## config.mk

```make
export PLATFORM = sky130hd
export DESIGN_NAME = ifs_ctrl
export DESIGN_NICKNAME = d
export VERILOG_FILES = /design/src/hdl/ifs_pkg.sv /design/src/hdl/ifs_ctrl.sv
export SDC_FILE = /design/constraint.sdc
export NUM_CORES = 1
export LEC_CHECK = 0
export ABC_AREA = 1
export BUFFER_PORTS_ARGS = -buffer_cell sky130_fd_sc_hd__buf_2
export CORE_AREA = 5 5 221 223
export CTS_BUF_LIST = sky130_fd_sc_hd__clkbuf_16
export DETAILED_ROUTE_END_ITERATION = 10
export DIE_AREA = 0 0 226 228
export PLACE_DENSITY = 0.42
export SLEW_MARGIN = 20
export SYNTH_ARGS = -nofsm -noshare
export SYNTH_HDL_FRONTEND = slang
export SYNTH_SLANG_ARGS = --single-unit
```

## constraint.sdc

```tcl
create_clock -name clock -period 4.95 [get_ports clock]
set_input_delay 0.495 -clock clock [delete_from_list [all_inputs] [get_ports clock]]
set_output_delay 0.495 -clock clock [all_outputs]
set_load 0.01 [all_outputs]
```

## src/hdl/ifs_pkg.sv

```systemverilog
// types, constants and codes for the indexed fifo with search
// used by every module of the block; depends on nothing
`default_nettype none
package ifs_pkg;

   localparam int DEPTH  = 64;
   localparam int WORD_W = 64;
   localparam int IDX_W  = $clog2(DEPTH);
   localparam int CNT_W  = $clog2(DEPTH + 1);

   typedef enum logic [2:0] {
      OP_PUSH   = 3'd0,
      OP_POP    = 3'd1,
      OP_PEEK   = 3'd2,
      OP_READ   = 3'd3,
      OP_WRITE  = 3'd4,
      OP_FIND   = 3'd5,
      OP_DELETE = 3'd6,
      OP_SWAP   = 3'd7
   } op_type;

   typedef enum logic [2:0] {
      STAT_OK       = 3'd0,
      STAT_EMPTY    = 3'd1,
      STAT_FULL     = 3'd2,
      STAT_BADPOS   = 3'd3,
      STAT_NOTFOUND = 3'd4
   } status_type;

   typedef enum logic [1:0] {
      ST_IDLE,
      ST_SCAN,
      ST_FINISH
   } state_type;

   typedef enum logic [1:0] {
      CELL_HOLD,
      CELL_WRITE,
      CELL_SHIFT,
      CELL_SWAP
   } cell_cmd_type;

   typedef struct packed {
      op_type              operation;
      logic [5:0]          position;
      logic [5:0]          other_position;
      logic [WORD_W-1:0]   data_word;
   } req_type;

   typedef struct packed {
      logic [WORD_W-1:0]   read_word;
      logic [5:0]          found_index;
      status_type          status;
      logic [6:0]          entry_count;
   } rsp_type;

   typedef struct packed {
      cell_cmd_type        cmd;
      logic [IDX_W-1:0]    pos;
      logic [IDX_W-1:0]    oth;
      logic [WORD_W-1:0]   key;
      logic [WORD_W-1:0]   word_pos;
      logic [WORD_W-1:0]   word_oth;
      logic [CNT_W-1:0]    count;
      logic                scan_key;
   } cell_ctl_type;

   typedef struct packed {
      logic                hit_a;
      logic [WORD_W-1:0]   word_a;
      logic [IDX_W-1:0]    idx_a;
      logic [WORD_W-1:0]   word_b;
   } scan_type;

endpackage
`default_nettype wire

```

## src/hdl/ifs_ctrl.sv

```systemverilog
// request decode, entry count, scan sequencer and result register
// depends on ifs_pkg
`default_nettype none
module ifs_ctrl (
   input  wire logic                        clock,
   input  wire logic                        reset,
   input  wire logic                        start,
   input  wire ifs_pkg::req_type            req_item,
   output      logic                        busy,
   output      logic                        rsp_strobe,
   output      ifs_pkg::rsp_type            rsp_item,
   output      ifs_pkg::cell_ctl_type       cell_ctl,
   input  wire logic [ifs_pkg::WORD_W-1:0]  head_word,
   input  wire ifs_pkg::scan_type           scan_result
);

   ifs_pkg::state_type          state_ff, state_in;
   logic [ifs_pkg::IDX_W-1:0]   cnt_ff, cnt_in;
   logic [ifs_pkg::CNT_W-1:0]   count_ff, count_in;
   ifs_pkg::req_type            req_ff, req_in;
   logic                        rsp_valid_ff, rsp_valid_in;
   ifs_pkg::rsp_type            rsp_ff, rsp_in;

   always_ff @(posedge clock) begin
      if (reset) begin
         state_ff     <= ifs_pkg::ST_IDLE;
         count_ff     <= '0;
         rsp_valid_ff <= 1'b0;
      end else begin
         state_ff     <= state_in;
         count_ff     <= count_in;
         rsp_valid_ff <= rsp_valid_in;
      end
   end

   always_ff @(posedge clock) begin
      cnt_ff <= cnt_in;
      req_ff <= req_in;
      rsp_ff <= rsp_in;
   end

   always_comb begin
      logic pos_ok;
      logic oth_ok;
      state_in     = state_ff;
      cnt_in       = cnt_ff;
      req_in       = req_ff;
      count_in     = count_ff;
      rsp_valid_in = 1'b0;
      rsp_in       = rsp_ff;
      rsp_in.read_word   = '0;
      rsp_in.found_index = '0;
      rsp_in.status      = ifs_pkg::STAT_OK;
      pos_ok = (ifs_pkg::CNT_W'(req_item.position) < count_ff);
      oth_ok = (ifs_pkg::CNT_W'(req_item.other_position) < count_ff);

      cell_ctl.cmd      = ifs_pkg::CELL_HOLD;
      cell_ctl.pos      = ifs_pkg::IDX_W'(req_ff.position);
      cell_ctl.oth      = ifs_pkg::IDX_W'(req_ff.other_position);
      cell_ctl.key      = req_ff.data_word;
      cell_ctl.word_pos = req_ff.data_word;
      cell_ctl.word_oth = '0;
      cell_ctl.count    = count_ff;
      cell_ctl.scan_key = (req_ff.operation == ifs_pkg::OP_FIND);

      case (state_ff)
         ifs_pkg::ST_IDLE: begin
            if (start) begin
               req_in            = req_item;
               rsp_valid_in      = 1'b1;
               cell_ctl.pos      = ifs_pkg::IDX_W'(req_item.position);
               cell_ctl.word_pos = req_item.data_word;
               case (req_item.operation)
                  ifs_pkg::OP_PUSH: begin
                     if (count_ff == ifs_pkg::CNT_W'(ifs_pkg::DEPTH)) begin
                        rsp_in.status = ifs_pkg::STAT_FULL;
                     end else begin
                        cell_ctl.cmd = ifs_pkg::CELL_WRITE;
                        cell_ctl.pos = ifs_pkg::IDX_W'(count_ff);
                        count_in     = count_ff + 1'b1;
                     end
                  end
                  ifs_pkg::OP_POP, ifs_pkg::OP_PEEK: begin
                     if (count_ff == '0) begin
                        rsp_in.status = ifs_pkg::STAT_EMPTY;
                     end else begin
                        rsp_in.read_word = head_word;
                        if (req_item.operation == ifs_pkg::OP_POP) begin
                           cell_ctl.cmd = ifs_pkg::CELL_SHIFT;
                           cell_ctl.pos = '0;
                           count_in     = count_ff - 1'b1;
                        end
                     end
                  end
                  ifs_pkg::OP_READ: begin
                     if (!pos_ok) begin
                        rsp_in.status = ifs_pkg::STAT_BADPOS;
                     end else begin
                        rsp_valid_in = 1'b0;
                        state_in     = ifs_pkg::ST_SCAN;
                        cnt_in       = '0;
                     end
                  end
                  ifs_pkg::OP_WRITE: begin
                     if (!pos_ok) rsp_in.status = ifs_pkg::STAT_BADPOS;
                     else cell_ctl.cmd = ifs_pkg::CELL_WRITE;
                  end
                  ifs_pkg::OP_FIND: begin
                     rsp_valid_in = 1'b0;
                     state_in     = ifs_pkg::ST_SCAN;
                     cnt_in       = '0;
                  end
                  ifs_pkg::OP_DELETE: begin
                     if (!pos_ok) begin
                        rsp_in.status = ifs_pkg::STAT_BADPOS;
                     end else begin
                        cell_ctl.cmd = ifs_pkg::CELL_SHIFT;
                        count_in     = count_ff - 1'b1;
                     end
                  end
                  ifs_pkg::OP_SWAP: begin
                     if (!pos_ok || !oth_ok) begin
                        rsp_in.status = ifs_pkg::STAT_BADPOS;
                     end else begin
                        rsp_valid_in = 1'b0;
                        state_in     = ifs_pkg::ST_SCAN;
                        cnt_in       = '0;
                     end
                  end
                  default: begin
                     rsp_valid_in = 1'b0;
                  end
               endcase
            end
         end
         ifs_pkg::ST_SCAN: begin
            cnt_in = cnt_ff + 1'b1;
            if (cnt_ff == ifs_pkg::IDX_W'(ifs_pkg::DEPTH - 1)) state_in = ifs_pkg::ST_FINISH;
         end
         ifs_pkg::ST_FINISH: begin
            state_in     = ifs_pkg::ST_IDLE;
            rsp_valid_in = 1'b1;
            case (req_ff.operation)
               ifs_pkg::OP_READ: begin
                  rsp_in.read_word = scan_result.word_a;
               end
               ifs_pkg::OP_FIND: begin
                  if (scan_result.hit_a) rsp_in.found_index = 6'(scan_result.idx_a);
                  else rsp_in.status = ifs_pkg::STAT_NOTFOUND;
               end
               ifs_pkg::OP_SWAP: begin
                  cell_ctl.cmd      = ifs_pkg::CELL_SWAP;
                  cell_ctl.word_pos = scan_result.word_b;
                  cell_ctl.word_oth = scan_result.word_a;
               end
               default: begin
                  rsp_in.status = ifs_pkg::STAT_OK;
               end
            endcase
         end
         default: begin
            state_in = ifs_pkg::ST_IDLE;
         end
      endcase
      rsp_in.entry_count = 7'(count_in);
   end

   assign busy       = (state_ff != ifs_pkg::ST_IDLE);
   assign rsp_strobe = rsp_valid_ff;
   assign rsp_item   = rsp_ff;

endmodule
`default_nettype wire

```

==> impl_results.md, run 1 <==
- Post-synthesis mux area share: 0%
- Initial DRC Count: 637
- Die Span Y: 228 µm
- Core box area: 46400 µm²
- Slack of the critical path: 1.84 ns
- Crit-path max FO: 12
- CTS clk-pin slew, worst paths: 0.08 ns
- Synth Area in XOR/XNOR: 0.0928%
- Synth Flop Type: dfxtp_1
- Clock Tree Buf Depth: 2
- WP data required: 4.45 ns
- Worst min-delay path category: input pin to flop
- Post-CTS Setup Bufs: 0
- Synth Area in Compound Gates: 10.9%
- Gr ovfl total: 0
- Seq cells post-synth: 175
- # rows: 79
- Resized cells post-CTS: 0
- Hpwl dp: 33000 µm
- Crit path launch type: flop
- Initial Util: 20.4%
- Post-synth ARST share: 0%
- Clk_lat worst skew: 0.48 ns
- Period utilisation layout: 62.8%
- Cts hold-fix bufs: 0
- Root Buffer: clkbuf_16
- Slew margin rel.: 34.4%
- Top post-synthesis cells by area: edfxtp_1, dfxtp_1, nand3_2
- Synth area leader: edfxtp_1
- Synth top area share: 27.0%
- Yosys Warn Count: 0
- DRC viols: 0
- Nets@finish: 1891
- ANT nets after route: 0
- Worst Clk Skew: 0.0125 ns
- GR Util All Layers: 15.4%
- Fraction of the mapped netlist area in simple logic gates: 24.7%
- RSZ-0062 raised after global routing: false
- CTS tree: done
- Max Cap Viol: 0
- Setup TNS Final: 0 ns
- Total power density per cell area: 310 nW/µm²
- Max Freq: 322 MHz
- Vias/cell: 4.21
- CTS Buf Count: 17
- Area growth, synth to finish: 37.3%
- Worst-Margin Slew: 0.983 ns
- Share of post-route cells with drive strength above 1: 44.3%
- Syn Inst Count: 1122
- Ports: 577
- First-pass GRT wire length: 59800 µm
- Worst IR Drop VDD: 207 µV
- Total die area: 51500 µm²
- Leak: 6.63 nW
- Sequential element share of the synthesized area: 46.1%
- CP endpoint kind: output pin
- Clk sinks: 175
- Via count: 9345
- CP Class: flop to output pin
- Syn_area_per_cell: 8.41 µm²
- Initial antenna violation count: 5
- Largest net degree at the start of global routing: 126
- Final hold vios: 0
- Post-Place Setup Slack: 2.10 ns
- Syn_nets: 1417
- Number of global-route vias before repair: 9300
- Slew Limit Fails: 0
- Number of synthesized flops with an enable pin: 85
- Routed Wire Length: 41300 µm
- Min Clock Period, post-route: 3.11 ns
- Routability Congestion: 0.870
- Worst EP arrival: 2.62 ns
- Post-synth cell types: 36
- Largest family of logic cells by synthesized area: simple AND/OR/NAND/NOR gates
- Mapped Area: 9440 µm²
- Drt pass-1 iters: 5
- IO buf count: 576
- Htree depth: 4
- Status: completed
- Horiz. Die Dim: 226 µm
- Synth Area in Adders: 1.86%
- # setup viols final: 0
- Routed len/inst: 18.6 µm
## cells in the final DEF (no fill, tap or decap), drive strengths merged, types with 7 or more instances in the layout
cell type	n
o21ai	78
buf	586
nand2	163
ha	14
dfxtp	90
a21oi	21
nor3	7
inv	179
nor2	119
nand3	157
clkbuf	18
o211ai	64
edfxtp	85
## registers in the layout, indices dropped and copies added, names as in the netlist
register / count
rsp_item: 80
cell_ctl: 70
req_ff: 9
count_ff: 7
cnt_ff: 6
state_ff: 2
rsp_strobe: 1
## cell type report
cell class	instances	area [µm²]
timing repair buffer	586	3010
clock buffer	18	450
multi-input combinational	641	3550
inverter	175	666
fill	5182	33400
sequential	175	4350
antenna	5	12.5
tap	607	759
clock inverter	14	155
## per-layer routing
metal  GRT usage [%]  vias to the layer above  routed length (µm)
li1                -                     4574                   -
met2            27.0                      334               21000
met3            4.44                       56                2940
met1            17.4                     4381               16300
met4            6.03                        0                1130
met5               0                        -                   0
## cell usage after synthesis, drive strengths merged, types with 2 or more instances
library cell / count
a21oi: 21
a31oi: 4
buf: 112
clkbuf: 19
dfxtp: 90
edfxtp: 85
ha: 14
inv: 174
nand2: 163
nand3: 157
nand3b: 2
nand4: 6
nor2: 119
nor3: 7
o211ai: 64
o21ai: 78
## critical path, stage by stage (launching register included)
cell	delay (ns)
dfxtp_1	0.62
inv_1	0.17
ha_1	0.32
a21oi_1	0.13
nand2_1	0.09
nand2_1	0.09
nand2_1	0.17
o31ai_1	0.24
nand3_1	0.09
nand2_1	0.09
buf_2	0.14
## power breakdown
group          total, W  internal, W  switching [W]
combinational  0.000900     0.000331       0.000569
clock           0.00143     0.000781       0.000652
sequential      0.00168      0.00163      0.0000496
total           0.00401      0.00274        0.00127
## metrics by stage
stage                     cell area (µm²)  power (W)  hold slack [ns]  instances  util [%]
after global placement              12300    0.00262            0.531       2184      26.6
after CTS                           12900    0.00410            0.139       2216      27.9
final                               13000    0.00401            0.199       2221      27.9
after global routing                13000    0.00424            0.149       2220      27.9
after detailed placement            12300    0.00263            0.537       2184      26.6
after floorplan                      9440    0.00225            0.465       1122         -
## worst paths after layout
path              endpoint  depth (start not counted)        start  slack [ns]
min reg2reg    rsp_item[9]                          1   req_ff[77]        0.55
max reg2reg   rsp_item[79]                         10  count_ff[1]        2.12
min          cell_ctl[145]                          1  req_item[9]        0.20
max          cell_ctl[212]                         10  count_ff[2]        1.84
## logic make-up after synthesis
kind of cell | after synthesis
AOI/OAI and AO/OA | 170
xor gates and xnor gates | 1
adders and majority gates | 14
buffers and inverters | 306
DFF | 175
and+or+nand+nor | 456
Power figures use the tool's default switching activity.
==> run 2, diff against run 1 <==
- CORE_AREA: 5 5 221 223 -> 5 5 222 224
- DIE_AREA: 0 0 226 228 -> 0 0 227 229
- clock period: 4.95 -> 3.1 ns (I/O delays scaled with it)
==> impl_results.md, run 2 (synthesized netlist as in run 1, its figures left out) <==
- Root Buffer: clkbuf_16
- Crit path launch type: flop
- Final Instance Area: 13700 µm²
- Die Span Y: 229 µm
- Slew margin rel.: 55.4%
- ANT nets after route: 0
- Initial Util: 20.0%
- Number of global-route vias before repair: 9502
- Vias/cell: 4.16
- Horiz. Die Dim: 227 µm
- Clock Tree Buf Depth: 2
- First-pass GRT wire length: 59300 µm
- Slack of the critical path: 0.323 ns
- Initial DRC Count: 672
- Clk sinks: 175
- DRC viols: 0
- Post-Place Setup Slack: 0.626 ns
- Share of post-route cells with drive strength above 1: 42.4%
- # setup viols final: 0
- Final hold vios: 0
- Max reg flops: 80
- Leak: 6.95 nW
- Min Clock Period, post-route: 2.78 ns
- Slew Limit Fails: 0
- RSZ-0062 raised after global routing: false
- Initial antenna violation count: 2
- Filler Cell Count: 5140
- # rows: 80
- CP Class: flop to output pin
- Clk_lat worst skew: 0.49 ns
- Area growth, synth to finish: 45.1%
- CTS Buf Count: 17
- Routability Congestion: 0.940
- Worst EP arrival: 2.47 ns
- Drt pass-1 iters: 5
- CTS clk-pin slew, worst paths: 0.06 ns
- Setup slack, reg-to-reg: 0.79 ns
- CP endpoint kind: output pin
- Worst Clk Skew: 0.0210 ns
- Reg-to-reg endpoint: cnt_ff[2]
- Core Util, Final: 29.1%
- GR Util All Layers: 15.1%
- Worst-Margin Slew: 0.668 ns
- Via count: 9594
- Largest net degree at the start of global routing: 109
- WP data required: 2.79 ns
- Most frequent cells in the layout: buf_2, inv_1, nand2_1, nor2_1, nand3_1
- Ports: 577
- Routed len/inst: 17.8 µm
- Crit-path max FO: 12
- WHS Path Cells: 1
- Setup TNS Final: 0 ns
- Core box area: 47100 µm²
- Leading cell type in the layout, fill and taps excluded: buf_2
- Hpwl dp: 32100 µm
- Total Power: 0.00623 W
- Worst reg-to-reg path cell count: 9
- Reg2reg start: count_ff[2]
- Status: completed
- Period utilisation layout: 89.6%
- Worst IR Drop VDD: 298 µV
- Total power density per cell area: 455 nW/µm²
- Gr ovfl total: 0
- Max Freq: 360 MHz
- IO buf count: 576
- Worst min-delay path category: input pin to flop
- Total die area: 52000 µm²
- Max Cap Viol: 0
- Routed Wire Length: 41000 µm
- Nets@finish: 1972
- Htree depth: 4
- Placement Cell Area: 12400 µm²
- Hold Path Sink: cell_ctl[203]
- CTS tree: done
- Worst hold start: req_item[67]
-- run 2: changes by cell type in the layout (fill, tap and decap cells not counted), sizes merged --
cell and delta:
clkinv +2, bufinv -2, inv +1, dlygate4sd3 +75
buf +6, clkbuf -1, diode -3
-- run 2: cell type report --
class | instances | area [µm²] | share of cell area, %
Multi-Input combinational cell | 641 | 3550 | 25.9
Clock buffer | 17 | 425 | 3.11
Tap cell | 615 | 769 | 5.62
Inverter | 175 | 666 | 4.86
Clock inverter | 15 | 97.6 | 0.713
Antenna cell | 2 | 5.00 | 0.0365
Sequential cell | 175 | 4360 | 31.8
Timing Repair Buffer | 667 | 3830 | 28.0
-- run 2: how the worst max path moves through the flow --
stage                      from  cells after the start            end  slack (ns)
floorplan           state_ff[0]                      6  cell_ctl[206]        0.58
global placement    count_ff[2]                     12  cell_ctl[212]        0.67
detailed placement  count_ff[2]                      9      cnt_ff[3]        0.63
CTS                 count_ff[2]                     10  cell_ctl[212]        0.08
global route        count_ff[2]                     10  cell_ctl[212]        0.09
finish              count_ff[2]                     10  cell_ctl[212]        0.32
-- run 2: per-layer routing --
metal / share of wire (%) / vias up / wire (µm) / track usage (%)
met5: 0 / - / 0 / 0
met4: 2.1 / 0 / 871 / 5.25
met3: 6.7 / 46 / 2770 / 4.46
met2: 50 / 334 / 20700 / 26.0
met1: 41 / 4478 / 16700 / 17.8
li1: - / 4736 / - / -
-- run 2: worst max-delay path, stage by stage, from the launching register on --
cell	delay, ns
dfxtp_2	0.46
inv_1	0.12
ha_1	0.30
a21oi_1	0.15
nand2_1	0.10
nand2_1	0.08
nand2_1	0.16
o31ai_1	0.29
nand3_1	0.11
nand2_1	0.08
buf_2	0.14
-- run 2: what timing repair did --
action / in CTS / in global routing
gates resized for setup: 0 / 1
setup buffers: 0 / 0
hold endpoints to repair: 75 / 0
setup endpoints to repair: 0 / 1
hold buffers: 75 / 0
-- run 2: stage by stage --
step	hold WS [ns]	instances
2_1_floorplan	0.386	1122
3_3_place_gp	0.501	2198
3_5_place_dp	0.503	2198
4_1_cts	0.00178	2305
5_1_grt	0.0145	2305
6_report	0.0434	2307
-- run 2: where the power goes --
group	switching, W	internal (W)
registers	0.0000717	0.00260
clock network	0.000998	0.00102
logic	0.000938	0.000604
total	0.00201	0.00422
==> run 3, diff against run 2 <==
- ABC_AREA: 1 -> unset
- CAP_MARGIN: unset -> 20
- CORE_AREA: 5 5 222 224 -> 5 5 220 222
- DIE_AREA: 0 0 227 229 -> 0 0 225 227
- PLACE_DENSITY: 0.42 -> 0.4
==> impl_results.md, run 3 <==
- Max Cap Viol: 0
- Sequential element share of the synthesized area: 51.9%
- Synth area leader: edfxtp_1
- Clk sinks: 175
- Yosys Warn Count: 0
- DRC viols: 0
- # rows: 79
- Syn_area_per_cell: 10.0 µm²
- Crit-path max FO: 65
- Horiz. Die Dim: 225 µm
- Count leader, synth: nand2_1
- Crit path launch type: flop
- Area growth, synth to finish: 60.1%
- Leak: 6.55 nW
- Post-synth cell types: 57
- Total die area: 51100 µm²
- Routed len/inst: 18.5 µm
- Area taken by multi-input logic gates: 3270 µm²
- Ports: 577
- Most frequent cells in the layout: buf_2, nand2_1, dlygate4sd3_1, dfxtp_1, edfxtp_1
- CTS tree: done
- Htree depth: 4
- Period utilisation layout: 93.1%
- Total power density per cell area: 445 nW/µm²
- CTS clk-pin slew, worst paths: 0.07 ns
- Reg power frac: 43.3%
- Number of synthesized flops with an enable pin: 85
- Worst hold start: head_word[24]
- Top Family by Delay on Critical Path: simple AND/OR/NAND/NOR gates
- Worst Clk Skew: 0.00953 ns
- Worst Path Buf+Inv: 3
- Vias/cell: 4.25
- Max reg flops: 80
- Synth Flop Type: dfxtp_1
- Reg-to-reg endpoint: rsp_item[18]
- Slew Limit Fails: 0
- CP endpoint kind: output pin
- M1 wire length: 15100 µm
- Clock power frac: 38.5%
- IO buf count: 576
- WHS Path Cells: 2
- Top routing layer used: met5
- Gr ovfl total: 0
- Slack of the critical path: 0.213 ns
- Hold Path Sink: rsp_item[40]
- Via count: 8830
- Pint: 0.00436 W
- Synth top cells by count: nand2_1, dfxtp_1, edfxtp_1, and2_1, buf_4
- Gate power share: 18.2%
- Filler Cell Count: 4909
- Post-Place Setup Slack: 0.464 ns
- WP data required: 2.79 ns
- Leading cell type in the layout, fill and taps excluded: buf_2
- Worst min-delay path category: input pin to flop
- Slew margin rel.: 44.2%
- Worst reg-to-reg path cell count: 7
- Met3 routed WL: 3210 µm
- Root Buffer: clkbuf_16
- Worst-Margin Slew: 0.829 ns
- Die Span Y: 227 µm
- Setup TNS Final: 0 ns
- RSZ-0062 raised after global routing: false
- Syn Inst Count: 837
- Hpwl dp: 30100 µm
- Syn_nets: 1132
- Switch Pwr: 0.00163 W
- Nets@finish: 1751
- ANT nets after route: 0
- Max Freq: 346 MHz
- Worst EP arrival: 2.58 ns
- Initial DRC Count: 531
- Clock Tree Buf Depth: 2
- Status: completed
- # setup viols final: 0
- Slowest cell on crit path: or2_1
- GR Util All Layers: 14.2%
- Routability Congestion: 0.857
- Final hold vios: 0
- Largest net degree at the start of global routing: 94
- Worst-path cell chain: or2_2 -> or2_1 -> inv_6 -> buf_12 -> a22oi_1 -> nand2_1 -> buf_2
- Setup slack, reg-to-reg: 0.29 ns
- Top post-synthesis cells by area: edfxtp_1, dfxtp_1, a22o_1
- CTS Buf Count: 17
- Synth top area share: 30.4%
- CP Class: flop to output pin
- Initial Util: 18.2%
- Post-synth ARST share: 0%
- Worst IR Drop VDD: 381 µV
- Seq cells post-synth: 175
- Initial antenna violation count: 5
- Sw Share: 27.2%
- Routed Wire Length: 38400 µm
- Metal2 WL: 19000 µm
- Number of global-route vias before repair: 9093
- Min Clock Period, post-route: 2.89 ns
- Placement Cell Area: 11600 µm²
- Reg2reg start: state_ff[0]
- CP max stage delay: 0.37 ns
- Share of post-route cells with drive strength above 1: 43.8%
- Final Instance Area: 13400 µm²
- First-pass GRT wire length: 55100 µm
- Clk_lat worst skew: 0.48 ns
- Register Area: 4360 µm²
- Core box area: 46200 µm²
- Mapped Area: 8400 µm²
- Drt pass-1 iters: 5
run 3: cell types whose count changed in the layout (fill, tap and decap cells not counted), moves of 11 or more:
cell and delta:
a21oi_1 -11, a22o_1 +67, a22oi_1 +65, and2_1 +76, dlygate4sd3_1 +49, inv_1 -148, inv_2 -13, nand3_1 -81
nand3_2 -63, nor2_1 -86, o211ai_1 -60, o21ai_1 -66
run 3: per-layer routing:
metal | track usage [%] | vias up
met5 | 0 | -
met4 | 5.85 | 4
met3 | 4.72 | 63
met2 | 24.2 | 434
met1 | 16.6 | 4162
li1 | - | 4167
run 3: power by group through the flow:
stage | sequential (W) | combinational (W) | clock, W
after floorplan | 0.00265 | 0.000486 | 0
after global placement | 0.00264 | 0.000989 | 0
after detailed placement | 0.00264 | 0.000979 | 0
after CTS | 0.00259 | 0.00110 | 0.00242
after global routing | 0.00260 | 0.00119 | 0.00251
final | 0.00259 | 0.00109 | 0.00230
run 3: worst max-delay path by stage:
| stage | cells after the start | end | start | slack, ns |
|---|---|---|---|---|
| floorplan | 8 | cell_ctl[100] | state_ff[1] | 0.04 |
| global placement | 8 | cnt_ff[3] | count_ff[2] | 0.51 |
| detailed placement | 8 | cnt_ff[2] | count_ff[2] | 0.46 |
| CTS | 7 | cell_ctl[106] | state_ff[0] | 0.11 |
| global route | 7 | cell_ctl[213] | count_ff[2] | 0.006 |
| finish | 7 | cell_ctl[106] | state_ff[0] | 0.21 |
run 3: metrics by stage:
stage               total power [W]  utilization [%]  std cells  hold slack (ns)
global placement            0.00363             25.1       1920            0.503
global route                0.00630             29.1       2077           0.0162
CTS                         0.00611             29.1       2076         0.000394
detailed placement          0.00362             25.1       1920            0.504
floorplan                   0.00313                -        837            0.389
finish                      0.00599             29.1       2077           0.0589
run 3: repair_timing:
item                                   CTS  global route
hold buffers                           124             0
setup buffers                            0             0
gates resized for setup                  0             2
endpoints found under the hold margin  115             0
setup endpoints to repair                0             2
run 3: worst register-to-register path, stage by stage (launching register included):
cell           delay (ns)
dfxtp_1              0.36
or2_2                0.29
or2_1                0.37
inv_6                0.25
and3_2               0.54
buf_12               0.25
a22o_1               0.16
dlygate4sd3_1        0.54
run 3: area by class of cell:
cell class                      count  area share (%)
Antenna cell                        1          0.0186
Clock buffer                       18            3.35
Clock inverter                     14            1.20
Inverter                           13           0.400
Multi-Input combinational cell    525            24.3
Sequential cell                   175            32.4
Tap cell                          607            5.65
Timing Repair Buffer              724            32.7
run 3: kinds of logic after synthesis:
| group | Yosys count | synth area share, % |
|---|---|---|
| AO/OA/AOI/OAI | 192 | 18.0 |
| buffers and inverters | 137 | 9.48 |
| XOR/XNOR | 8 | 0.834 |
| multiplexers | 1 | 0.119 |
| AND/OR/NAND/NOR | 310 | 17.6 |
| flip-flops | 175 | 51.9 |
| adder cells (fa/ha/maj) | 14 | 2.09 |
