### src/hdl/ifs_pkg.sv
// types, constants and codes for the indexed fifo with search
// used by every module of the block; depends on nothing
`default_nettype none
package ifs_pkg;

   localparam int DEPTH  = 64;
   localparam int WORD_W = 64;
   localparam int IDX_W  = $clog2(DEPTH);
   localparam int CNT_W  = $clog2(DEPTH + 1);

   typedef enum logic [2:0] {
      OP_PUSH   = 3'd0,
      OP_POP    = 3'd1,
      OP_PEEK   = 3'd2,
      OP_READ   = 3'd3,
      OP_WRITE  = 3'd4,
      OP_FIND   = 3'd5,
      OP_DELETE = 3'd6,
      OP_SWAP   = 3'd7
   } op_type;

   typedef enum logic [2:0] {
      STAT_OK       = 3'd0,
      STAT_EMPTY    = 3'd1,
      STAT_FULL     = 3'd2,
      STAT_BADPOS   = 3'd3,
      STAT_NOTFOUND = 3'd4
   } status_type;

   typedef enum logic [1:0] {
      ST_IDLE,
      ST_SCAN,
      ST_FINISH
   } state_type;

   typedef enum logic [1:0] {
      CELL_HOLD,
      CELL_WRITE,
      CELL_SHIFT,
      CELL_SWAP
   } cell_cmd_type;

   typedef struct packed {
      op_type              operation;
      logic [5:0]          position;
      logic [5:0]          other_position;
      logic [WORD_W-1:0]   data_word;
   } req_type;

   typedef struct packed {
      logic [WORD_W-1:0]   read_word;
      logic [5:0]          found_index;
      status_type          status;
      logic [6:0]          entry_count;
   } rsp_type;

   typedef struct packed {
      cell_cmd_type        cmd;
      logic [IDX_W-1:0]    pos;
      logic [IDX_W-1:0]    oth;
      logic [WORD_W-1:0]   key;
      logic [WORD_W-1:0]   word_pos;
      logic [WORD_W-1:0]   word_oth;
      logic [CNT_W-1:0]    count;
      logic                scan_key;
   } cell_ctl_type;

   typedef struct packed {
      logic                hit_a;
      logic [WORD_W-1:0]   word_a;
      logic [IDX_W-1:0]    idx_a;
      logic [WORD_W-1:0]   word_b;
   } scan_type;

endpackage
`default_nettype wire

### src/hdl/ifs_cell.sv
// one storage cell of the queue: a word plus a scan carry passed toward the head
// depends on ifs_pkg
`default_nettype none
module ifs_cell (
   input  wire logic                        clock,
   input  wire logic [ifs_pkg::IDX_W-1:0]   cell_index,
   input  wire ifs_pkg::cell_ctl_type       ctl,
   input  wire logic [ifs_pkg::WORD_W-1:0]  next_word,
   input  wire ifs_pkg::scan_type           carry_in,
   output      logic [ifs_pkg::WORD_W-1:0]  word,
   output      ifs_pkg::scan_type           carry_out
);

   logic [ifs_pkg::WORD_W-1:0] word_ff, word_in;
   ifs_pkg::scan_type          carry_ff, carry_in_next;
   logic                       hit_a, hit_b, at_pos, at_oth, live;

   assign at_pos = (cell_index == ctl.pos);
   assign at_oth = (cell_index == ctl.oth);
   assign live   = (ifs_pkg::CNT_W'(cell_index) < ctl.count);
   assign hit_a  = ctl.scan_key ? ((word_ff == ctl.key) && live) : at_pos;
   assign hit_b  = at_oth;

   always_comb begin
      word_in = word_ff;
      case (ctl.cmd)
         ifs_pkg::CELL_HOLD: begin
            word_in = word_ff;
         end
         ifs_pkg::CELL_WRITE: begin
            if (at_pos) word_in = ctl.word_pos;
         end
         ifs_pkg::CELL_SHIFT: begin
            if (cell_index >= ctl.pos) word_in = next_word;
         end
         ifs_pkg::CELL_SWAP: begin
            if (at_pos) word_in = ctl.word_pos;
            else if (at_oth) word_in = ctl.word_oth;
         end
         default: begin
            word_in = word_ff;
         end
      endcase
   end

   // lower cells override, so the head ends with the first hit
   always_comb begin
      carry_in_next.hit_a  = hit_a | carry_in.hit_a;
      carry_in_next.word_a = hit_a ? word_ff : carry_in.word_a;
      carry_in_next.idx_a  = hit_a ? cell_index : carry_in.idx_a;
      carry_in_next.word_b = hit_b ? word_ff : carry_in.word_b;
   end

   always_ff @(posedge clock) begin
      word_ff  <= word_in;
      carry_ff <= carry_in_next;
   end

   assign word      = word_ff;
   assign carry_out = carry_ff;

endmodule
`default_nettype wire

### config.mk
export PLATFORM = sky130hd
export DESIGN_NAME = ifs_cell
export DESIGN_NICKNAME = d
export VERILOG_FILES = /design/src/hdl/ifs_pkg.sv /design/src/hdl/ifs_cell.sv
export SDC_FILE = /design/constraint.sdc
export NUM_CORES = 1
export LEC_CHECK = 0
export BUFFER_PORTS_ARGS = -buffer_cell sky130_fd_sc_hd__buf_2
export CAP_MARGIN = 20
export CORE_AREA = 2 2 237 239
export CTS_BUF_LIST = sky130_fd_sc_hd__clkbuf_8
export DETAILED_ROUTE_END_ITERATION = 8
export DIE_AREA = 0 0 239 241
export SYNTH_ARGS = -nofsm -noshare
export SYNTH_HDL_FRONTEND = slang
export SYNTH_SLANG_ARGS = --single-unit
### constraint.sdc
create_clock -name clock -period 7.1 [get_ports clock]
set_input_delay 0.355 -clock clock [delete_from_list [all_inputs] [get_ports clock]]
set_output_delay 0.355 -clock clock [all_outputs]
set_load 0.01 [all_outputs]
==> results of run 1 <==
-- per-layer routing --
| layer | vias up | share of wire (%) |
|---|---|---|
| li1 | 5422 | - |
| met1 | 5551 | 43 |
| met2 | 699 | 47 |
| met3 | 99 | 7.1 |
| met4 | 10 | 2.7 |
| met5 | - | 0.10 |
-- logic make-up after synthesis --
logic type,Yosys count,synth area share [%]
DFF,199,45.6
buffers and inverters,152,5.72
xor gates and xnor gates,44,3.80
AOI/OAI and AO/OA,297,17.1
and+or+nand+nor,368,19.3
muxes,64,7.10
adders and majority gates,11,1.36
-- through the flow --
| stage | power [mW] | setup slack [ns] |
|---|---|---|
| global route | 3.04 | 3.15 |
| global placement | 2.03 | 3.07 |
| detailed placement | 2.03 | 3.20 |
| finish | 2.91 | 3.44 |
| CTS | 2.96 | 3.15 |
| floorplan | 1.60 | 1.92 |
-- cell type report --
cell class / count / area, sq um
Timing Repair Buffer: 767 / 4560
Sequential cell: 199 / 4620
Fill cell: 5890 / 39200
Inverter: 57 / 214
Multi-Input combinational cell: 784 / 4990
Clock inverter: 13 / 153
Tap cell: 704 / 881
Antenna cell: 4 / 10.0
Clock buffer: 19 / 262
-- cell usage in the layout, fill, tap and decap left out, drive strengths merged, types with 5 or more instances in the layout --
cell         count
nand3b          64
a2111oi          8
nor2b           29
mux2            64
nor2           104
buf            638
a41oi           31
xor2            40
nand4            5
clkbuf          19
edfxtp          64
a31oi           38
o21ai          137
inv             64
dfxtp          135
nor4            48
ha              11
dlygate4sd3    129
nand2           72
and2            31
a21oi           66
-- worst paths after layout --
kind / endpoint / cells after the start / startpoint / slack [ns]
max reg2reg: carry_out[109] / 8 / word[39] / 3.44
max: carry_out[109] / 8 / word[39] / 3.44
min: carry_out[1] / 2 / carry_in[1] / 0.06
min reg2reg: carry_out[30] / 1 / word[30] / 0.59
-- sequential cells by signal, indices dropped and copies added, names as in the netlist --
| register | count |
|---|---|
| carry_out | 135 |
| word | 64 |
-- cells in the mapped netlist, types with 2 or more instances --
master                      number  area [sq um]
sky130_fd_sc_hd__dfxtp_1       135          2700
sky130_fd_sc_hd__o21ai_0       112           561
sky130_fd_sc_hd__nor2_1        104           390
sky130_fd_sc_hd__nand2_1        72           270
sky130_fd_sc_hd__clkbuf_1       68           255
sky130_fd_sc_hd__a21oi_1        66           330
sky130_fd_sc_hd__edfxtp_1       64          1920
sky130_fd_sc_hd__mux2_2         64           721
sky130_fd_sc_hd__nand3b_1       64           480
sky130_fd_sc_hd__inv_1          56           210
sky130_fd_sc_hd__nor4_1         47           294
sky130_fd_sc_hd__xor2_1         40           350
sky130_fd_sc_hd__a31oi_1        38           238
sky130_fd_sc_hd__a41oi_1        31           272
sky130_fd_sc_hd__and2_1         31           194
sky130_fd_sc_hd__nor2b_1        29           181
sky130_fd_sc_hd__o21ai_1        25           125
sky130_fd_sc_hd__buf_1          19          71.3
sky130_fd_sc_hd__ha_1           11           138
sky130_fd_sc_hd__a2111oi_0       8          70.1
sky130_fd_sc_hd__buf_2           8          40.0
sky130_fd_sc_hd__nand4_1         5          31.3
sky130_fd_sc_hd__nand2b_1        4          25.0
sky130_fd_sc_hd__o21a_1          4          30.0
sky130_fd_sc_hd__xnor2_1         4          35.0
sky130_fd_sc_hd__nor3_1          3          15.0
sky130_fd_sc_hd__o22ai_1         3          18.8
sky130_fd_sc_hd__a2111o_1        2          22.5
sky130_fd_sc_hd__a21o_1          2          15.0
sky130_fd_sc_hd__a32oi_1         2          17.5
sky130_fd_sc_hd__o2111a_1        2          22.5
-- power by group through the flow --
stage               registers (mW)  clock network [mW]  logic (mW)
CTS                           1.43               0.897       0.636
finish                        1.43               0.849       0.629
global placement              1.45                   0       0.575
detailed placement            1.46                   0       0.577
floorplan                     1.41                   0       0.196
global route                  1.44               0.923       0.684
-- worst register-to-register path, cell delays in order (launching register included) --
cell and delay (ns):
sky130_fd_sc_hd__edfxtp_1 0.39, sky130_fd_sc_hd__buf_4 0.16, sky130_fd_sc_hd__nor2b_1 0.14, sky130_fd_sc_hd__a2111oi_0 0.78, sky130_fd_sc_hd__nand4_1 0.75, sky130_fd_sc_hd__nor3_2 0.32
sky130_fd_sc_hd__and3_2 0.54, sky130_fd_sc_hd__buf_12 0.29, sky130_fd_sc_hd__o21ai_0 0.15
==> metrics.txt, run 1 <==
# TYPE chip_impl_metric gauge
chip_impl_metric{name="yosysWarningCount",unit=""} 0
chip_impl_info{name="tritoncts",value="yes"} 1
chip_impl_metric{name="critical_path.max_fanout",unit=""} 50
chip_impl_metric{name="drtAntennaViolNets",unit=""} 0
chip_impl_info{name="timing_worst_setup_path_type",value="reg2reg"} 1
chip_impl_metric{name="cts.repair_timing.setup_buffer_count",unit=""} 0
chip_impl_metric{name="clock_power_share",unit="%"} 29.2
chip_impl_metric{name="clock-skew-final",unit="ns"} 0.0194
chip_impl_metric{name="maximum_vdd_drop",unit="mV"} 0.122
chip_impl_info{name="critPathLaunchType",value="flip-flop"} 1
chip_impl_metric{name="timing.fmax",unit="MHz"} 273
chip_impl_metric{name="die_area",unit="sq um"} 57600
chip_impl_metric{name="start_util",unit="%"} 18.5
chip_impl_metric{name="total_leakage_power",unit="nW"} 7.07
chip_impl_metric{name="die_y",unit="um"} 241
chip_impl_metric{name="whs",unit="ns"} 0.0643
chip_impl_info{name="hold_path.class",value="in2reg"} 1
chip_impl_metric{name="power.internal",unit="mW"} 1.94
chip_impl_metric{name="grt_use_met2",unit="%"} 34.5
chip_impl_metric{name="post-place-cells",unit=""} 2382
chip_impl_metric{name="utilization",unit="%"} 28.6
chip_impl_metric{name="post-route-min-period",unit="ns"} 3.66
chip_impl_metric{name="switching_power",unit="mW"} 0.967
chip_impl_metric{name="clk_pin_slew",unit="ns"} 0.11
chip_impl_metric{name="via_count_of_the_first_global_routing_pass",unit=""} 11400
chip_impl_metric{name="pin_count",unit=""} 619
chip_impl_info{name="worst_path_max_delay_cell",value="sky130_fd_sc_hd__a2111oi_0"} 1
chip_impl_metric{name="layout-drive-gt1-share",unit="%"} 40.4
chip_impl_metric{name="clock_tree.htree_level_count",unit=""} 4
chip_impl_metric{name="num_vias",unit=""} 11800
chip_impl_metric{name="totalNegativeSetupSlack",unit="ns"} 0
chip_impl_metric{name="clock-sinks",unit=""} 199
chip_impl_metric{name="critical_path_required",unit="ns"} 7.52
chip_impl_info{name="setup.worst_path.end_class",value="flip-flop"} 1
chip_impl_metric{name="totalWireLength",unit="um"} 62500
chip_impl_metric{name="cts-buffers-inserted",unit=""} 17
chip_impl_metric{name="switching_share",unit="%"} 33.3
chip_impl_metric{name="power_density",unit="nW/um^2"} 185
chip_impl_metric{name="postCtsHoldBufs",unit=""} 129
chip_impl_metric{name="flops_latches_synth",unit=""} 199
chip_impl_metric{name="pwr-share-comb",unit="%"} 21.7
chip_impl_metric{name="final-setup-viol-count",unit=""} 0
chip_impl_metric{name="mappedNetlistArea",unit="sq um"} 10100
chip_impl_metric{name="yosysUniqueCellTypes",unit=""} 43
chip_impl_metric{name="tightestPinTransition",unit="ns"} 0.902
chip_impl_metric{name="track_usage",unit="%"} 20.7
chip_impl_metric{name="syn_nets",unit=""} 1566
chip_impl_metric{name="syn_area_per_cell",unit="sq um"} 8.94
chip_impl_metric{name="routedWlPerCell",unit="um"} 24.5
chip_impl_metric{name="post_layout_net_count",unit=""} 2257
chip_impl_metric{name="gp_congestion",unit=""} 0.904
chip_impl_metric{name="syn-instance-count",unit=""} 1135
chip_impl_metric{name="report.final.hold_viol_count",unit=""} 0
chip_impl_metric{name="grt_first_pass_wirelength",unit="um"} 82400
chip_impl_metric{name="cp.buffers_inverters",unit=""} 2
chip_impl_metric{name="detail_route.first_pass.iterations",unit=""} 5
chip_impl_metric{name="max_slew_margin",unit="%"} 38.3
chip_impl_metric{name="remaining_drc_errors",unit=""} 0
chip_impl_metric{name="grt_remaining_overflow",unit=""} 0
chip_impl_info{name="grt_most_used_layer",value="met2"} 1
chip_impl_metric{name="floorplan.core_area",unit="sq um"} 54900
chip_impl_metric{name="maxCapViolCount",unit=""} 0
chip_impl_metric{name="synth_edf_count",unit=""} 64
chip_impl_metric{name="gr-usage-met3",unit="%"} 4.78
chip_impl_metric{name="ys_seq_area_share",unit="%"} 45.6
chip_impl_metric{name="ctsLongestPathBuffers",unit=""} 2
chip_impl_metric{name="routed_via_density",unit=""} 4.63
chip_impl_metric{name="grt_start_max_net_pins",unit=""} 81
chip_impl_metric{name="postSynth.asyncResetShare",unit="%"} 0
chip_impl_metric{name="placed_cell_area",unit="sq um"} 14000
chip_impl_metric{name="detail_route.iter0.violations",unit=""} 720
chip_impl_metric{name="clk_latency",unit="ns"} 0.58
chip_impl_metric{name="placementRows",unit=""} 86
chip_impl_metric{name="die_span_x",unit="um"} 239
chip_impl_metric{name="dp_hpwl",unit="um"} 47700
chip_impl_metric{name="critical-path-max-stage-delay",unit="ns"} 0.78
chip_impl_info{name="cpLargestDelayFamily",value="simple AND/OR/NAND/NOR gates"} 1
chip_impl_metric{name="post_layout_nonfiller_instances",unit=""} 2547
chip_impl_info{name="critical_path.cell_chain",value="buf_4 > nor2b_1 > a2111oi_0 > nand4_1 > nor3_2 > and3_2 > buf_12 > o21ai_0"} 1
chip_impl_info{name="status",value="complete, no violations"} 1
chip_impl_metric{name="grt_use_met1",unit="%"} 26.2
chip_impl_metric{name="placement.io_buffers",unit=""} 618
chip_impl_metric{name="syn_to_final_growth",unit="%"} 54.7
chip_impl_metric{name="number_of_slew_limit_violations_in_the_final_report",unit=""} 0
chip_impl_info{name="synth_top_flop_cell",value="sky130_fd_sc_hd__dfxtp_1"} 1
chip_impl_metric{name="finish.instance_area",unit="sq um"} 15700
chip_impl_metric{name="post_cts_resized",unit=""} 0
chip_impl_metric{name="grt_antenna_before_repair",unit=""} 13
chip_impl_metric{name="worst_ep_arrival_time",unit="ns"} 4.08
chip_impl_info{name="setup_repair_after_global_routing_missed_its_margin",value="no"} 1
chip_impl_info{name="ctsRootBufferMaster",value="sky130_fd_sc_hd__clkbuf_8"} 1
chip_impl_metric{name="power.sequential.fraction",unit="%"} 49.1
chip_impl_metric{name="period_share",unit="%"} 51.6
Power figures use the tool's default switching activity.
==> run 2, diff against run 1 <==
clock period = 3.8 ns   (was 7.1 ns; I/O delays follow)
==> metrics.txt, run 2 (synthesis results as in run 1) <==
# TYPE chip_impl_metric gauge
chip_impl_info{name="status",value="complete, no violations"} 1
chip_impl_metric{name="critical_path_required",unit="ns"} 4.29
chip_impl_metric{name="grt_use_met2",unit="%"} 35.5
chip_impl_metric{name="max_slew_margin",unit="%"} 35.9
chip_impl_metric{name="maximum_vdd_drop",unit="mV"} 0.246
chip_impl_metric{name="critical-path-max-stage-delay",unit="ns"} 0.70
chip_impl_metric{name="critical_path.max_fanout",unit=""} 49
chip_impl_metric{name="post-route-min-period",unit="ns"} 3.31
chip_impl_metric{name="grt_use_met1",unit="%"} 27.1
chip_impl_metric{name="floorplan.core_area",unit="sq um"} 54900
chip_impl_metric{name="grt_first_pass_wirelength",unit="um"} 85800
chip_impl_metric{name="pin_count",unit=""} 619
chip_impl_metric{name="cts-buffers-inserted",unit=""} 17
chip_impl_metric{name="cp.buffers_inverters",unit=""} 2
chip_impl_info{name="crit_start",value="word[62]"} 1
chip_impl_metric{name="dp_hpwl",unit="um"} 49600
chip_impl_metric{name="flip_flop_count_of_the_largest_register_all_copies_and_words_added",unit=""} 135
chip_impl_metric{name="clock-skew-final",unit="ns"} 0.0248
chip_impl_metric{name="detail_route.iter0.violations",unit=""} 905
chip_impl_info{name="cpLargestDelayFamily",value="simple AND/OR/NAND/NOR gates"} 1
chip_impl_info{name="hp-start",value="next_word[55]"} 1
chip_impl_info{name="setup_repair_after_global_routing_missed_its_margin",value="no"} 1
chip_impl_info{name="timing_worst_setup_path_type",value="reg2reg"} 1
chip_impl_info{name="critical_path.cell_chain",value="xor2_1 > nor4_1 > nand2_1 > nor4_4 > buf_4 > buf_4 > a41oi_1 > o21ai_0"} 1
chip_impl_info{name="grt_most_used_layer",value="met2"} 1
chip_impl_metric{name="utilization",unit="%"} 30.6
chip_impl_metric{name="final.fill_count",unit=""} 5742
chip_impl_metric{name="grt_antenna_before_repair",unit=""} 23
chip_impl_metric{name="track_usage",unit="%"} 21.6
chip_impl_info{name="setup.worst_path.end_class",value="flip-flop"} 1
chip_impl_metric{name="post_layout_net_count",unit=""} 2356
chip_impl_metric{name="gr-usage-met3",unit="%"} 5.52
chip_impl_metric{name="totalWireLength",unit="um"} 64600
chip_impl_metric{name="totalNegativeSetupSlack",unit="ns"} 0
chip_impl_metric{name="period_share",unit="%"} 87.1
chip_impl_metric{name="gp_congestion",unit=""} 0.884
chip_impl_metric{name="clk_latency",unit="ns"} 0.58
chip_impl_metric{name="tightestPinTransition",unit="ns"} 0.962
chip_impl_metric{name="final-setup-viol-count",unit=""} 0
chip_impl_metric{name="number_of_slew_limit_violations_in_the_final_report",unit=""} 0
chip_impl_metric{name="detail_route.first_pass.iterations",unit=""} 6
chip_impl_info{name="tritoncts",value="yes"} 1
chip_impl_metric{name="placementRows",unit=""} 86
chip_impl_metric{name="routedWlPerCell",unit="um"} 24.3
chip_impl_metric{name="ctsLongestPathBuffers",unit=""} 2
chip_impl_metric{name="remaining_drc_errors",unit=""} 0
chip_impl_metric{name="maxCapViolCount",unit=""} 0
chip_impl_metric{name="placement.io_buffers",unit=""} 618
chip_impl_metric{name="grt_remaining_overflow",unit=""} 0
chip_impl_info{name="worst_path_max_delay_cell",value="sky130_fd_sc_hd__edfxtp_1"} 1
chip_impl_info{name="critical_path.most_common_cell",value="sky130_fd_sc_hd__buf_4"} 1
chip_impl_metric{name="power_density",unit="nW/um^2"} 329
chip_impl_metric{name="worst_ep_arrival_time",unit="ns"} 3.79
chip_impl_info{name="critPathLaunchType",value="flip-flop"} 1
chip_impl_metric{name="die_y",unit="um"} 241
chip_impl_metric{name="clock-sinks",unit=""} 199
chip_impl_metric{name="routed_via_density",unit=""} 4.56
chip_impl_metric{name="num_vias",unit=""} 12100
chip_impl_info{name="ctsRootBufferMaster",value="sky130_fd_sc_hd__clkbuf_8"} 1
chip_impl_info{name="hold_path.class",value="in2reg"} 1
chip_impl_info{name="layout_common_cells",value="sky130_fd_sc_hd__buf_2, sky130_fd_sc_hd__dlygate4sd3_1, sky130_fd_sc_hd__dfxtp_1, sky130_fd_sc_hd__o21ai_0, sky130_fd_sc_hd__nor2_1"} 1
chip_impl_info{name="worstReg2RegStart",value="word[62]"} 1
chip_impl_info{name="layout_commonest_cell",value="sky130_fd_sc_hd__buf_2"} 1
chip_impl_metric{name="clk_pin_slew",unit="ns"} 0.13
chip_impl_metric{name="total_leakage_power",unit="nW"} 7.49
chip_impl_metric{name="die_span_x",unit="um"} 239
chip_impl_metric{name="die_area",unit="sq um"} 57600
chip_impl_metric{name="via_count_of_the_first_global_routing_pass",unit=""} 11900
chip_impl_metric{name="report.final.hold_viol_count",unit=""} 0
chip_impl_metric{name="start_util",unit="%"} 18.5
chip_impl_metric{name="layout-drive-gt1-share",unit="%"} 39.1
chip_impl_metric{name="clock_tree.htree_level_count",unit=""} 4
chip_impl_metric{name="drtAntennaViolNets",unit=""} 0
chip_impl_metric{name="grt_start_max_net_pins",unit=""} 75
chip_impl_metric{name="syn_to_final_growth",unit="%"} 65.3
chip_impl_metric{name="timing.fmax",unit="MHz"} 302
chip_impl_metric{name="cts.repair_timing.setup_buffer_count",unit=""} 0
[run 2: cell types whose count changed in the layout (fill, tap and decap cells not counted), moves of 2 or more]
| cell | before | now |
|---|---|---|
| sky130_fd_sc_hd__buf_12 | 2 | 9 |
| sky130_fd_sc_hd__buf_4 | 19 | 24 |
| sky130_fd_sc_hd__clkinvlp_4 | 0 | 2 |
| sky130_fd_sc_hd__diode_2 | 4 | 13 |
| sky130_fd_sc_hd__dlygate4sd3_1 | 129 | 216 |
| sky130_fd_sc_hd__inv_1 | 59 | 56 |
[run 2: layout make-up]
type / count / area [sq um] / area share, %
Antenna cell: 13 / 32.5 / 0.194
Clock buffer: 18 / 248 / 1.48
Clock inverter: 14 / 173 / 1.03
Inverter: 57 / 214 / 1.28
Multi-Input combinational cell: 784 / 4990 / 29.8
Sequential cell: 199 / 4620 / 27.6
Tap cell: 704 / 881 / 5.25
Timing Repair Buffer: 866 / 5610 / 33.4
[run 2: where the power goes]
part | switching (mW) | internal (mW) | total [mW]
Clock | 0.898 | 0.674 | 1.57
Combinational | 0.676 | 0.641 | 1.32
Sequential | 0.246 | 2.39 | 2.64
[run 2: timing repair]
| action | CTS | global route |
|---|---|---|
| hold endpoints to repair | 186 | 0 |
| resized for setup | 0 | 0 |
| hold buffers | 216 | 0 |
[run 2: final timing paths]
path | cells after the start | to | slack, ns
worst min register to register | 1 | carry_out[9] | 0.58
worst min-delay path | 3 | word[55] | 0.06
worst max register to register | 8 | carry_out[118] | 0.49
worst max-delay path | 8 | carry_out[118] | 0.49
[run 2: tightest hold or removal path: cells and delay by family]
kind / cells / cell delay (ns)
buf+inv: 1 / 0.08
compound gates: 2 / 0.24
[run 2: per-stage QoR]
stage | hold WS (ns) | instances | instance area (sq um) | total power, mW | setup WS [ns]
floorplan | 0.294 | 1135 | 10200 | 2.99 | 0.121
global placement | 0.384 | 2394 | 14200 | 3.82 | 0.340
detailed placement | 0.386 | 2394 | 14200 | 3.83 | 0.415
CTS | 0.00239 | 2642 | 16700 | 5.63 | 0.341
global route | 0.0394 | 2649 | 16800 | 5.80 | 0.267
finish | 0.0604 | 2655 | 16800 | 5.52 | 0.491
[run 2: routing by layer]
layer / share of wire [%] / vias to the layer above / routed length, um
met2: 46 / 668 / 30000
met5: 0.040 / - / 26
met3: 7.5 / 99 / 4860
met4: 3.3 / 6 / 2140
met1: 43 / 5699 / 27600
li1: - / 5639 / -
==> run 3, diff against run 2 <==
BUFFER_PORTS_ARGS = -buffer_cell sky130_fd_sc_hd__clkbuf_2   (was -buffer_cell sky130_fd_sc_hd__buf_2)
==> metrics.txt, run 3 (synthesis results as in run 1) <==
# TYPE chip_impl_metric gauge
chip_impl_info{name="status",value="complete, no violations"} 1
chip_impl_info{name="layout_commonest_cell",value="sky130_fd_sc_hd__clkbuf_2"} 1
chip_impl_metric{name="min_delay_path_depth",unit=""} 3
chip_impl_metric{name="start_util",unit="%"} 18.5
chip_impl_metric{name="switching_power",unit="mW"} 1.90
chip_impl_metric{name="placed_cell_area",unit="sq um"} 14100
chip_impl_metric{name="ctsLongestPathBuffers",unit=""} 2
chip_impl_metric{name="multi_input_comb_area",unit="sq um"} 4990
chip_impl_metric{name="die_y",unit="um"} 241
chip_impl_info{name="tritoncts",value="yes"} 1
chip_impl_metric{name="report.final.hold_viol_count",unit=""} 0
chip_impl_metric{name="r2r.worst_path.cells",unit=""} 9
chip_impl_metric{name="total_leakage_power",unit="nW"} 7.65
chip_impl_info{name="hold_path.class",value="in2reg"} 1
chip_impl_metric{name="register_area",unit="sq um"} 4620
chip_impl_metric{name="post-route-min-period",unit="ns"} 3.42
chip_impl_metric{name="post_layout_nonfiller_instances",unit=""} 2664
chip_impl_metric{name="number_of_slew_limit_violations_in_the_final_report",unit=""} 0
chip_impl_metric{name="maxCapViolCount",unit=""} 0
chip_impl_metric{name="clk_latency",unit="ns"} 0.59
chip_impl_metric{name="clk_pin_slew",unit="ns"} 0.12
chip_impl_metric{name="max_slew_margin",unit="%"} 29.3
chip_impl_metric{name="syn_to_final_growth",unit="%"} 65.8
chip_impl_metric{name="utilization",unit="%"} 30.7
chip_impl_metric{name="die_span_x",unit="um"} 239
chip_impl_info{name="setup_repair_after_global_routing_missed_its_margin",value="no"} 1
chip_impl_info{name="ctsRootBufferMaster",value="sky130_fd_sc_hd__clkbuf_8"} 1
chip_impl_metric{name="die_area",unit="sq um"} 57600
chip_impl_metric{name="grt_start_max_net_pins",unit=""} 74
chip_impl_metric{name="placement.io_buffers",unit=""} 618
chip_impl_metric{name="tightestPinTransition",unit="ns"} 1.06
chip_impl_metric{name="finish.instance_area",unit="sq um"} 16800
chip_impl_metric{name="track_usage",unit="%"} 21.2
chip_impl_info{name="setup.worst_path.end_class",value="flip-flop"} 1
chip_impl_metric{name="pwr-share-comb",unit="%"} 24.1
chip_impl_metric{name="drtAntennaViolNets",unit=""} 0
chip_impl_metric{name="critical_path.max_fanout",unit=""} 21
chip_impl_metric{name="power_density",unit="nW/um^2"} 325
chip_impl_metric{name="post_layout_net_count",unit=""} 2373
chip_impl_metric{name="critical_path_required",unit="ns"} 4.28
chip_impl_metric{name="postCtsHoldBufs",unit=""} 232
chip_impl_metric{name="detail_route.first_pass.iterations",unit=""} 5
chip_impl_metric{name="post-place-cells",unit=""} 2395
chip_impl_metric{name="grt_first_pass_wirelength",unit="um"} 85600
chip_impl_metric{name="period_share",unit="%"} 90.0
chip_impl_metric{name="clock_power_share",unit="%"} 27.2
chip_impl_metric{name="power.sequential.fraction",unit="%"} 48.7
chip_impl_metric{name="grt_remaining_overflow",unit=""} 0
chip_impl_metric{name="post-layout-total-power",unit="mW"} 5.47
chip_impl_info{name="critPathLaunchType",value="flip-flop"} 1
chip_impl_metric{name="cts.repair_timing.setup_buffer_count",unit=""} 0
chip_impl_metric{name="dp_hpwl",unit="um"} 47900
chip_impl_metric{name="final-setup-viol-count",unit=""} 0
chip_impl_metric{name="via_count_of_the_first_global_routing_pass",unit=""} 12300
chip_impl_metric{name="totalWireLength",unit="um"} 63200
chip_impl_metric{name="routed_via_density",unit=""} 4.56
chip_impl_info{name="timing_worst_setup_path_type",value="reg2reg"} 1
chip_impl_metric{name="whs",unit="ns"} 0.0769
chip_impl_info{name="hp-start",value="next_word[35]"} 1
chip_impl_metric{name="worst_ep_arrival_time",unit="ns"} 3.90
chip_impl_metric{name="layout-drive-gt1-share",unit="%"} 38.8
chip_impl_metric{name="maximum_vdd_drop",unit="mV"} 0.236
chip_impl_metric{name="flip_flop_count_of_the_largest_register_all_copies_and_words_added",unit=""} 135
chip_impl_metric{name="place_worst_setup_slack",unit="ns"} 0.765
chip_impl_metric{name="clock-skew-final",unit="ns"} 0.0320
chip_impl_metric{name="detail_route.iter0.violations",unit=""} 732
chip_impl_metric{name="num_vias",unit=""} 12100
chip_impl_metric{name="post_cts_resized",unit=""} 0
chip_impl_metric{name="routedWlPerCell",unit="um"} 23.7
chip_impl_info{name="layout_common_cells",value="sky130_fd_sc_hd__clkbuf_2, sky130_fd_sc_hd__dlygate4sd3_1, sky130_fd_sc_hd__dfxtp_1, sky130_fd_sc_hd__o21ai_0, sky130_fd_sc_hd__nor2_1"} 1
chip_impl_metric{name="totalNegativeSetupSlack",unit="ns"} 0
chip_impl_metric{name="remaining_drc_errors",unit=""} 0
chip_impl_metric{name="floorplan.core_area",unit="sq um"} 54900
chip_impl_metric{name="clock-sinks",unit=""} 199
chip_impl_metric{name="gp_congestion",unit=""} 0.895
chip_impl_metric{name="pin_count",unit=""} 619
chip_impl_info{name="crit_start",value="word[57]"} 1
chip_impl_metric{name="grt_antenna_before_repair",unit=""} 9
chip_impl_metric{name="power.internal",unit="mW"} 3.57
chip_impl_metric{name="clock_tree.htree_level_count",unit=""} 4
chip_impl_info{name="worstReg2RegStart",value="word[57]"} 1
chip_impl_metric{name="worst_slack",unit="ns"} 0.380
chip_impl_metric{name="final.fill_count",unit=""} 5744
chip_impl_metric{name="cts-buffers-inserted",unit=""} 17
chip_impl_metric{name="timing.fmax",unit="MHz"} 292
chip_impl_metric{name="placementRows",unit=""} 86
chip_impl_metric{name="switching_share",unit="%"} 34.7
-- run 3: final cells by class --
cell class / instances / area share, %
Antenna cell: 5 / 0.0744
Clock buffer: 17 / 1.39
Clock inverter: 15 / 0.870
Inverter: 57 / 1.27
Multi-Input combinational cell: 784 / 29.7
Sequential cell: 199 / 27.5
Tap cell: 704 / 5.24
Timing Repair Buffer: 883 / 34.0
-- run 3: metal layers --
layer / GRT usage (%) / up-vias / part of all wire, %
met1: 27.3 / 5767 / 44
met2: 35.2 / 628 / 47
li1: - / 5659 / -
met5: 0 / - / 0.078
met4: 6.29 / 8 / 2.2
met3: 5.15 / 87 / 6.5
-- run 3: path summary, 6_finish.rpt --
| check | end | slack [ns] |
|---|---|---|
| hold reg to reg | carry_out[59] | 0.66 |
| setup / recovery | carry_out[64] | 0.38 |
| setup reg to reg | carry_out[64] | 0.38 |
| hold / removal | word[35] | 0.08 |
-- run 3: power groups by stage --
stage	Clock, mW	Sequential (mW)	Combinational (mW)
final	1.49	2.66	1.32
after global routing	1.62	2.68	1.43
after CTS	1.57	2.67	1.32
after detailed placement	0	2.72	1.11
after global placement	0	2.72	1.11
after floorplan	0	2.63	0.367
-- run 3: worst max-delay path: stages (launching register included) --
cell and delay (ns):
sky130_fd_sc_hd__edfxtp_1 0.68, sky130_fd_sc_hd__nor2b_1 0.24, sky130_fd_sc_hd__a2111oi_0 0.43, sky130_fd_sc_hd__nand4_1 0.25, sky130_fd_sc_hd__nor3_2 0.28, sky130_fd_sc_hd__buf_4 0.24
sky130_fd_sc_hd__and3_2 0.24, sky130_fd_sc_hd__buf_4 0.24, sky130_fd_sc_hd__o21ai_0 0.12, sky130_fd_sc_hd__dlygate4sd3_1 0.57
